==> src/hdl/mpks_pkg.sv <==
// Shared types, register map and timing constants for the modem power key sequencer.
package mpks_pkg;

  localparam int TIME_BITS = 32;
  localparam int NOW_BITS  = 32;
  localparam int CFG_BITS  = 16;
  localparam int IDX_BITS  = 3;

  typedef logic [TIME_BITS-1:0] time_t;
  typedef logic [CFG_BITS-1:0]  cfg_t;

  typedef enum logic [6:0] {
    ST_OFF       = 7'b0000001,
    ST_STABILIZE = 7'b0000010,
    ST_KEY_PULSE = 7'b0000100,
    ST_BOOT_WAIT = 7'b0001000,
    ST_READY     = 7'b0010000,
    ST_OFF_PULSE = 7'b0100000,
    ST_OFF_WAIT  = 7'b1000000
  } seq_state_t;

  localparam logic [2:0] CODE_OFF       = 3'd0;
  localparam logic [2:0] CODE_STABILIZE = 3'd1;
  localparam logic [2:0] CODE_KEY_PULSE = 3'd2;
  localparam logic [2:0] CODE_BOOT_WAIT = 3'd3;
  localparam logic [2:0] CODE_READY     = 3'd4;
  localparam logic [2:0] CODE_OFF_PULSE = 3'd5;
  localparam logic [2:0] CODE_OFF_WAIT  = 3'd6;

  localparam logic [1:0] KIND_CHECK = 2'd0;
  localparam logic [1:0] KIND_ON    = 2'd1;
  localparam logic [1:0] KIND_OFF   = 2'd2;

  localparam logic [IDX_BITS-1:0] REG_STABILIZE   = 3'd0;
  localparam logic [IDX_BITS-1:0] REG_KEY_PULSE   = 3'd1;
  localparam logic [IDX_BITS-1:0] REG_BOOT_SETTLE = 3'd2;
  localparam logic [IDX_BITS-1:0] REG_OFF_PULSE   = 3'd3;
  localparam logic [IDX_BITS-1:0] REG_OFF_SETTLE  = 3'd4;

  localparam cfg_t STABILIZE_RST   = 16'd200;
  localparam cfg_t KEY_PULSE_RST   = 16'd1200;
  localparam cfg_t BOOT_SETTLE_RST = 16'd3000;
  localparam cfg_t OFF_PULSE_RST   = 16'd1000;
  localparam cfg_t OFF_SETTLE_RST  = 16'd2000;

  function automatic logic [2:0] state_code(input seq_state_t st);
    logic [2:0] code;
    case (st)
      ST_OFF:       code = CODE_OFF;
      ST_STABILIZE: code = CODE_STABILIZE;
      ST_KEY_PULSE: code = CODE_KEY_PULSE;
      ST_BOOT_WAIT: code = CODE_BOOT_WAIT;
      ST_READY:     code = CODE_READY;
      ST_OFF_PULSE: code = CODE_OFF_PULSE;
      ST_OFF_WAIT:  code = CODE_OFF_WAIT;
      default:      code = CODE_OFF;
    endcase
    return code;
  endfunction

endpackage

==> src/hdl/modem_power_key_sequencer_top.sv <==
// Modem power rail and power key sequencer: input register, state update, result register.
// A word held in the input register has its result registered into m_tdata once the result register is free.
// Throughput: one word per cycle unless m_tready stalls; each step reads state updated by the word before it.
// s_tready stays high while the input register is empty or can move on to the result register.
// Reset (rst, synchronous): state off, rail and key low, phase start zero, timeouts to defaults.
// Reset empties both pipeline registers.
module modem_power_key_sequencer_top (
  input  logic        clk,
  input  logic        rst,
  input  logic        s_tvalid,
  output logic        s_tready,
  input  logic [31:0] s_tdata,   // now_ms[31:0]
  input  logic [2:0]  s_tuser,   // kind[1:0], graceful[2]
  output logic        m_tvalid,
  input  logic        m_tready,
  output logic [7:0]  m_tdata,   // power_state[2:0], rail_enable[3], key_drive[4], ready_res[5], zero[7:6]
  input  logic        cfg_we,
  input  logic [2:0]  cfg_index,
  input  logic [15:0] cfg_data
);

  mpks_pkg::cfg_t stabilize_ms;
  mpks_pkg::cfg_t key_pulse_ms;
  mpks_pkg::cfg_t boot_settle_ms;
  mpks_pkg::cfg_t off_pulse_ms;
  mpks_pkg::cfg_t off_settle_ms;

  mpks_pkg::seq_state_t seq_state, seq_state_next;
  mpks_pkg::time_t      phase_start, phase_start_next;
  logic                 rail_level, rail_level_next;
  logic                 key_level, key_level_next;

  logic                          in_valid;
  logic [mpks_pkg::NOW_BITS-1:0] in_now;
  logic [1:0]                    in_kind;
  logic                          in_graceful;

  logic       out_valid;
  logic [7:0] out_data;

  logic            out_free;
  logic            advance;
  mpks_pkg::time_t now_t;
  mpks_pkg::time_t elapsed;
  mpks_pkg::cfg_t  timeout;
  logic            expired;

  assign out_free = !out_valid || m_tready;
  assign advance  = in_valid && out_free;
  assign s_tready = !in_valid || out_free;
  assign m_tvalid = out_valid;
  assign m_tdata  = out_data;

  always_ff @(posedge clk) begin
    if (rst) begin
      stabilize_ms   <= mpks_pkg::STABILIZE_RST;
      key_pulse_ms   <= mpks_pkg::KEY_PULSE_RST;
      boot_settle_ms <= mpks_pkg::BOOT_SETTLE_RST;
      off_pulse_ms   <= mpks_pkg::OFF_PULSE_RST;
      off_settle_ms  <= mpks_pkg::OFF_SETTLE_RST;
    end else if (cfg_we) begin
      case (cfg_index)
        mpks_pkg::REG_STABILIZE:   stabilize_ms   <= cfg_data;
        mpks_pkg::REG_KEY_PULSE:   key_pulse_ms   <= cfg_data;
        mpks_pkg::REG_BOOT_SETTLE: boot_settle_ms <= cfg_data;
        mpks_pkg::REG_OFF_PULSE:   off_pulse_ms   <= cfg_data;
        mpks_pkg::REG_OFF_SETTLE:  off_settle_ms  <= cfg_data;
        default: ;
      endcase
    end
  end

  always_ff @(posedge clk) begin
    if (rst) begin
      in_valid <= 1'b0;
    end else if (s_tready) begin
      in_valid <= s_tvalid;
    end
  end

  always_ff @(posedge clk) begin
    if (s_tready && s_tvalid) begin
      in_now      <= s_tdata;
      in_kind     <= s_tuser[1:0];
      in_graceful <= s_tuser[2];
    end
  end

  assign now_t   = mpks_pkg::TIME_BITS'(in_now);
  assign elapsed = now_t - phase_start;

  always_comb begin
    case (seq_state)
      mpks_pkg::ST_STABILIZE: timeout = stabilize_ms;
      mpks_pkg::ST_KEY_PULSE: timeout = key_pulse_ms;
      mpks_pkg::ST_BOOT_WAIT: timeout = boot_settle_ms;
      mpks_pkg::ST_OFF_PULSE: timeout = off_pulse_ms;
      mpks_pkg::ST_OFF_WAIT:  timeout = off_settle_ms;
      default:                timeout = '0;
    endcase
  end

  assign expired = elapsed >= mpks_pkg::TIME_BITS'(timeout);

  always_comb begin
    seq_state_next   = seq_state;
    phase_start_next = phase_start;
    rail_level_next  = rail_level;
    key_level_next   = key_level;
    case (in_kind)
      mpks_pkg::KIND_CHECK: begin
        case (seq_state)
          mpks_pkg::ST_OFF, mpks_pkg::ST_READY: ;
          mpks_pkg::ST_STABILIZE: begin
            if (expired) begin
              key_level_next   = 1'b1;
              seq_state_next   = mpks_pkg::ST_KEY_PULSE;
              phase_start_next = now_t;
            end
          end
          mpks_pkg::ST_KEY_PULSE: begin
            if (expired) begin
              key_level_next   = 1'b0;
              seq_state_next   = mpks_pkg::ST_BOOT_WAIT;
              phase_start_next = now_t;
            end
          end
          mpks_pkg::ST_BOOT_WAIT: begin
            if (expired) begin
              seq_state_next = mpks_pkg::ST_READY;
            end
          end
          mpks_pkg::ST_OFF_PULSE: begin
            if (expired) begin
              key_level_next   = 1'b0;
              seq_state_next   = mpks_pkg::ST_OFF_WAIT;
              phase_start_next = now_t;
            end
          end
          mpks_pkg::ST_OFF_WAIT: begin
            if (expired) begin
              rail_level_next = 1'b0;
              seq_state_next  = mpks_pkg::ST_OFF;
            end
          end
          default: seq_state_next = mpks_pkg::ST_OFF;
        endcase
      end
      mpks_pkg::KIND_ON: begin
        if (seq_state != mpks_pkg::ST_READY && seq_state != mpks_pkg::ST_BOOT_WAIT) begin
          key_level_next   = 1'b0;
          rail_level_next  = 1'b1;
          seq_state_next   = mpks_pkg::ST_STABILIZE;
          phase_start_next = now_t;
        end
      end
      mpks_pkg::KIND_OFF: begin
        if (seq_state != mpks_pkg::ST_OFF) begin
          if (in_graceful && seq_state == mpks_pkg::ST_READY) begin
            key_level_next   = 1'b1;
            seq_state_next   = mpks_pkg::ST_OFF_PULSE;
            phase_start_next = now_t;
          end else begin
            key_level_next  = 1'b0;
            rail_level_next = 1'b0;
            seq_state_next  = mpks_pkg::ST_OFF;
          end
        end
      end
      default: ;
    endcase
  end

  always_ff @(posedge clk) begin
    if (rst) begin
      seq_state   <= mpks_pkg::ST_OFF;
      phase_start <= '0;
      rail_level  <= 1'b0;
      key_level   <= 1'b0;
    end else if (advance) begin
      seq_state   <= seq_state_next;
      phase_start <= phase_start_next;
      rail_level  <= rail_level_next;
      key_level   <= key_level_next;
    end
  end

  always_ff @(posedge clk) begin
    if (rst) begin
      out_valid <= 1'b0;
    end else if (out_free) begin
      out_valid <= in_valid;
    end
  end

  always_ff @(posedge clk) begin
    if (advance) begin
      out_data <= {2'b00, seq_state_next == mpks_pkg::ST_READY, key_level_next,
                   rail_level_next, mpks_pkg::state_code(seq_state_next)};
    end
  end

  a_off_pins_low: assert property (@(posedge clk) disable iff (rst)
    seq_state == mpks_pkg::ST_OFF |-> !rail_level && !key_level)
    else $error("pins not released while off");

  a_stabilize_pins: assert property (@(posedge clk) disable iff (rst)
    seq_state == mpks_pkg::ST_STABILIZE |-> rail_level && !key_level)
    else $error("wrong pin levels while stabilising");

  a_key_needs_rail: assert property (@(posedge clk) disable iff (rst)
    key_level |-> rail_level)
    else $error("key asserted with rail off");

  a_state_holds_idle: assert property (@(posedge clk) disable iff (rst)
    !advance |=> $stable(seq_state) && $stable(phase_start))
    else $error("state moved without a word");

endmodule
==> config.mk <==
export PLATFORM = sky130hd
export DESIGN_NAME = modem_power_key_sequencer_top
export DESIGN_NICKNAME = d
export VERILOG_FILES = /design/src/hdl/mpks_pkg.sv /design/src/hdl/modem_power_key_sequencer_top.sv
export SDC_FILE = /design/constraint.sdc
export NUM_CORES = 1
export LEC_CHECK = 0
export BUFFER_PORTS_ARGS = -buffer_cell sky130_fd_sc_hd__buf_2
export CORE_MARGIN = 4
export CORE_UTILIZATION = 33
export CTS_CLUSTER_SIZE = 20
export DETAILED_ROUTE_END_ITERATION = 12
export PLACE_DENSITY = 0.56
export SLEW_MARGIN = 40
export SYNTH_ARGS = -nofsm -noshare
export SYNTH_HDL_FRONTEND = slang
export SYNTH_SLANG_ARGS = --single-unit
==> constraint.sdc <==
create_clock -name clk -period 6.1 [get_ports clk]
set_input_delay 1.22 -clock clk [delete_from_list [all_inputs] [get_ports clk]]
set_output_delay 1.22 -clock clk [all_outputs]
set_load 0.05 [all_outputs]
Yosys cells after proc, flatten, opt, wreduce, memory -nomap -nowiden
Cells that the tools add are included.

storage, ports and cells
  register bits = 164
  bits of input ports = 59
  word-level logic and storage cells = 95

operators by class
  $add $sub $neg = 1
  magnitude comparators = 1
  equal/unequal tests = 27
  muxes and demuxes = 31
  reduce and logical (&&, ||, !) cells = 20

operator list
  operator              number
  $mux W32              5
  $pmux W32 S3          1
  $pmux W16 S5          1
  $mux W7               7
  $pmux W7 S6           1
  $ge A32 B16 Y1        1
  $sub A32 B32 Y32      1
  $pmux W7 S3           1
  $pmux W3 S6           1
  $eq A7 B2 Y1 const B  2
  $eq A7 B3 Y1 const B  2
  $eq A7 B4 Y1 const B  2
  $eq A7 B5 Y1 const B  2
  $eq A7 B6 Y1 const B  2
  $eq A7 B7 Y1 const B  2
  $mux W1               10
  $ne A2 B2 Y1 const B  5
  $reduce_and A2 Y1     5
  $eq A7 B1 Y1 const B  1
  $ne A7 B1 Y1 const B  1
  $ne A7 B4 Y1 const B  1
  $ne A7 B5 Y1 const B  1
  $reduce_and A7 Y1     1
  $eq A3 B2 Y1 const B  2
  other kinds (15)      22

Logic depth before layout (Yosys ltp)
  depth after elaboration = 8
  depth in mapped cells = 25
  mapped depth without buffers = 23

Least setup slack after synthesis
OpenSTA, ideal clock, no wires.

  path type = register to register
  from = register seq_state[3]
  to = register out_data[1], in the netlist m_tdata[1], data pin
  setup time = 274 ps
  arrival = 4369 ps
  data required time = 5826 ps
  setup slack = 1457 ps
  stages on the path, launching flop included = 22
  buffers on the path = 2
  clock period less this slack = 4643 ps
  path through = dfxtp_1 > nor3_1 > nand2_1 > nor3b_1 > clkbuf_1 > clkbuf_1 > a222oi_1 > inv_1 > a221oi_1 > ha_1 > a21o_1 > a21o_1 > a211oi_1 > o21ai_0 > a2111oi_4 > nand4_1 > nor3_2 > mux2_1 > a22o_2 > xor2_1 > a21oi_1 > nor4_1

on the way
  longest elaborated chain between the ends = 8

ends and longest elaborated chain
  element                               RTL line                                                                   source
  start: declaration                    modem_power_key_sequencer_top.sv:28                                        mpks_pkg::seq_state_t seq_state, seq_state_next;
  start signal: assignment              modem_power_key_sequencer_top.sv:176                                       seq_state <= mpks_pkg::ST_OFF;
  start signal: assignment              modem_power_key_sequencer_top.sv:181                                       seq_state <= seq_state_next;
  $eq A7 B7 Y1 (tied with other cells)  modem_power_key_sequencer_top.sv:93, modem_power_key_sequencer_top.sv:112
  $pmux W16 S5                          modem_power_key_sequencer_top.sv:93                                        case (seq_state)
  $ge A32 B16 Y1                        modem_power_key_sequencer_top.sv:103                                       assign expired = elapsed >= mpks_pkg::TIME_BITS'(timeout);
  $mux W7 (on tied branches)            --
  $pmux W7 S6                           modem_power_key_sequencer_top.sv:112                                       case (seq_state)
  $pmux W7 S3 (*)                       modem_power_key_sequencer_top.sv:110                                       case (in_kind)
  $eq A7 B7 Y1 (tied with other cells)  mpks_pkg.sv:48                                                             case (st)
  $pmux W3 S6 (*)                       mpks_pkg.sv:48
  end signal: assignment                modem_power_key_sequencer_top.sv:198                                       out_data <= {2'b00, seq_state_next == mpks_pkg::ST_READY, key_level_next,
  end: declaration                      modem_power_key_sequencer_top.sv:39                                        logic [7:0] out_data;

Every way passes the cells marked *; elsewhere a longest branch is shown, timed or not.
A chain may end at the register's enable or synchronous reset.

Final worst setup path
  from = register in_now[4] (netlist bit)
  to = register out_data[0], in the netlist m_tdata[0], data pin

on the way
  longest elaborated chain between the ends = 7

ends and longest elaborated chain
  element                               RTL line                              source
  start: declaration                    modem_power_key_sequencer_top.sv:34   logic [mpks_pkg::NOW_BITS-1:0] in_now;
  start signal: assignment              modem_power_key_sequencer_top.sv:83   in_now <= s_tdata;
  $sub A32 B32 Y32 (*)                  modem_power_key_sequencer_top.sv:90   assign elapsed = now_t - phase_start;
  $ge A32 B16 Y1 (*)                    modem_power_key_sequencer_top.sv:103
  $mux W7 (on tied branches)            --
  $pmux W7 S6 (*)                       modem_power_key_sequencer_top.sv:112
  $pmux W7 S3 (*)                       modem_power_key_sequencer_top.sv:110
  $eq A7 B7 Y1 (tied with other cells)  mpks_pkg.sv:48
  $pmux W3 S6 (*)                       mpks_pkg.sv:48

Marks and branches as above.

==> summary.md <==
| Metric | Value |
|---|---|
| Status | `finished clean` |
| DR WL/cell | `16.0 um` |
| Vias in the first global route | `7,523` |
| Slew @ Worst Pin | `0.873 ns` |
| GPL Wtd Cong | `0.847` |
| CP max stage cell | `edfxtp_1` |
| Total gr overflow | `0` |
| H-tree depth | `4` |
| WS Path Type | `flop to flop` |
| Pin count of the biggest net entering global routing | `67` |
| Core Area | `27,000 sq um` |
| Synth Register Bits | `164` |
| Clk_skew | `0.0156 ns` |
| Pwr/cell area | `259 nW/um^2` |
| Fin nets | `1,212` |
| Pre-CTS setup slack | `0.885 ns` |
| Worst path max stage delay | `0.39 ns` |
| RSZ-0062 raised after global routing | `false` |
| Fin util | `38.0%` |
| Logic gate share of total power | `15.0%` |
| Global Route Usage Sum | `15.5%` |
| Sequential cell fraction of total power | `44.5%` |
| First-pass GRT wire length | `38,700 um` |
| Routed vias | `7,768` |
| Post-CTS Setup Repair Bufs | `0` |
| Inserted Clock Buffers | `17` |
| Clk Latency, worst-skew pair | `0.44 ns` |
| Die Width | `174 um` |
| Sw Share | `28.9%` |
| IO buf count | `66` |
| Static leakage | `3.86 nW` |
| Total power | `2.66 mW` |
| EDFF count, synth | `41` |
| CTS tree | `yes` |
| Commonest non-fill, non-tap cell in the layout | `nand2_1` |
| Final period util | `86.1%` |
| CP Launch Type | `flop` |
| Post-DP HPWL | `16,400 um` |
| # setup viols final | `0` |
| Critical path cell sequence | `ha_1, o211ai_1, a21oi_1, nor2_1, a22oi_1, a21o_1, a21oi_1, xnor2_1, ha_1, a21o_1, a21o_1, a211oi_1, o21ai_0, a2111oi_4, nand4_1, nor3_2, buf_4, nor3_1, a22oi_2, o21a_1, mux2_4, nor3_2` |
| Total negative slack | `0 ns` |
| Detail-routed via count per cell | `5.32` |
| Final Max Tran Viols | `0` |
| Commonest non-fill, non-tap cells in the layout | `nand2_1, dfxtp_1, a21oi_1` |
| Num rows | `60` |
| Synth Instances | `1,067` |
| Root Driver | `clkbuf_16` |
| CTS max path bufs | `2` |
| Residual DRC | `0` |
| Layout area overhead | `13.4%` |
| Worst path arrival time | `5.54 ns` |
| CP Capture Type | `flop` |
| Filler cell count | `2,770` |
| Post-cts gate resize count | `0` |
| Routed WL | `23,400 um` |
| Detail Route Antenna Nets | `0` |
| Tmin final | `5.25 ns` |
| P_sw | `769 uW` |
| Internal power | `1.89 mW` |
| Syn. warnings | `0` |
| Die area | `30,100 sq um` |
| Fin worst setup slack | `0.849 ns` |
| Max-cap violations | `0` |
| Reg clk slew, reported paths | `0.07 ns` |
| Cell mode on critical path | `a21o_1` |
| Syn_area_per_cell | `8.47 sq um` |
| Hold Crit Class | `flop to flop` |
| Max frequency | `190 MHz` |
| Max FO, Critical Path | `7` |
| Synth cell types | `77` |
| Worst endpoint required time | `6.39 ns` |
| Die Y | `174 um` |
| Initial antenna violation count | `1` |
| Post-synth top flop | `dfxtp_1` |
| Io pins | `69` |
| Share of cells above drive strength 1 | `12.3%` |
| Relative slew slack | `41.6%` |
| Post-synth ARST share | `0%` |
| Total iterations of the first detailed-routing run | `7` |
| Post-Syn Area | `9040 sq um` |
| Highest ir drop seen on vdd | `0.188 mV` |
| Sequential fraction of the synthesis area | `40.8%` |
| Clock sinks | `164` |
| Final hold violations | `0` |
| Starting Density | `33.6%` |
| Clock power frac | `40.5%` |
| CTS Hold Buffers Added | `0` |
| Starting DRC count in detailed routing | `484` |
## stage by stage
stage | cells | cell area [sq um] | hold WS (ns)
6_report | 1460 | 10300 | 0.455
3_5_place_dp | 1427 | 9660 | 0.446
5_1_grt | 1460 | 10300 | 0.475
4_1_cts | 1459 | 10200 | 0.455
3_3_place_gp | 1427 | 9660 | 0.442
2_1_floorplan | 1068 | 9050 | 0.436
## routing by layer
metal  track usage (%)  up-vias  part of all wire, %
met5                 0        -                    0
met4              4.62        0                  1.6
met3              3.01       25                  4.8
met2              25.2      175                   46
met1              21.1     3687                   48
li1                  -     3881                    -
## layout make-up
cell class	count	area [sq um]	share of cell area, %
Antenna cell	1	2.50	0.0244
Clock buffer	17	425	4.15
Clock inverter	15	163	1.59
Inverter	55	206	2.01
Multi-Input combinational cell	789	4910	47.9
Sequential cell	164	3690	36.0
Tap cell	341	427	4.16
Timing Repair Buffer	78	423	4.13
## sequential cells by signal, indices dropped and copies added, names as in the netlist
register,flops
m_tvalid,1
off_pulse_ms,16
in_kind,2
phase_start,32
boot_settle_ms,16
stabilize_ms,16
in_graceful,1
in_now,32
m_tdata,6
key_pulse_ms,16
rail_level,1
off_settle_ms,16
key_level,1
in_valid,1
seq_state,7
## worst max-delay path: cells and delay by family, from the launching register on
kind / cells / cell delay [ns]
AND/OR/NAND/NOR: 5 / 0.78
buffers and inverters: 1 / 0.23
multiplexers: 1 / 0.31
adder cells (fa/ha/maj): 2 / 0.69
AO/OA/AOI/OAI: 12 / 2.53
XOR/XNOR: 1 / 0.14
flip-flops: 1 / 0.39
## kinds of logic after synthesis
group,Yosys count,share of synthesized area [%]
flops,164,40.8
other cells,1,0.0415
fa+ha+maj,48,6.72
simple gates,429,22.1
compound gates,254,19.0
buf+inv,115,5.22
xor+xnor,19,1.84
mux,37,4.22
## Yosys cell counts, types with 14 or more instances
master,instances,share of area (%)
o21ai_0,27,1.5
clkbuf_1,52,2.2
nor2_1,84,3.5
a221oi_1,18,1.7
nand4_1,14,0.97
edfxtp_1,41,14
a21oi_1,101,5.6
ha_1,47,6.5
a222oi_1,16,1.8
mux2i_1,34,3.8
a21o_1,15,1.2
nand3b_1,29,2.4
dfxtp_1,123,27
nand2_1,215,8.9
inv_1,54,2.2
## power by group through the flow
stage | clock network, mW | logic, mW | registers [mW]
5_1_grt | 1.15 | 0.453 | 1.19
6_report | 1.08 | 0.400 | 1.18
2_1_floorplan | 0 | 0.290 | 1.20
4_1_cts | 1.11 | 0.401 | 1.18
3_5_place_dp | 0 | 0.399 | 1.21
3_3_place_gp | 0 | 0.395 | 1.21
## path summary, 6_finish.rpt
check	from	depth (start not counted)	slack, ns	end
setup reg to reg	in_now[4]	22	0.85	m_tdata[0]
setup / recovery	in_now[4]	22	0.85	m_tdata[0]
hold / removal	off_pulse_ms[15]	2	0.46	off_pulse_ms[15]
hold reg to reg	off_pulse_ms[15]	2	0.46	off_pulse_ms[15]
Note: power is estimated with default switching activity, not from simulation.
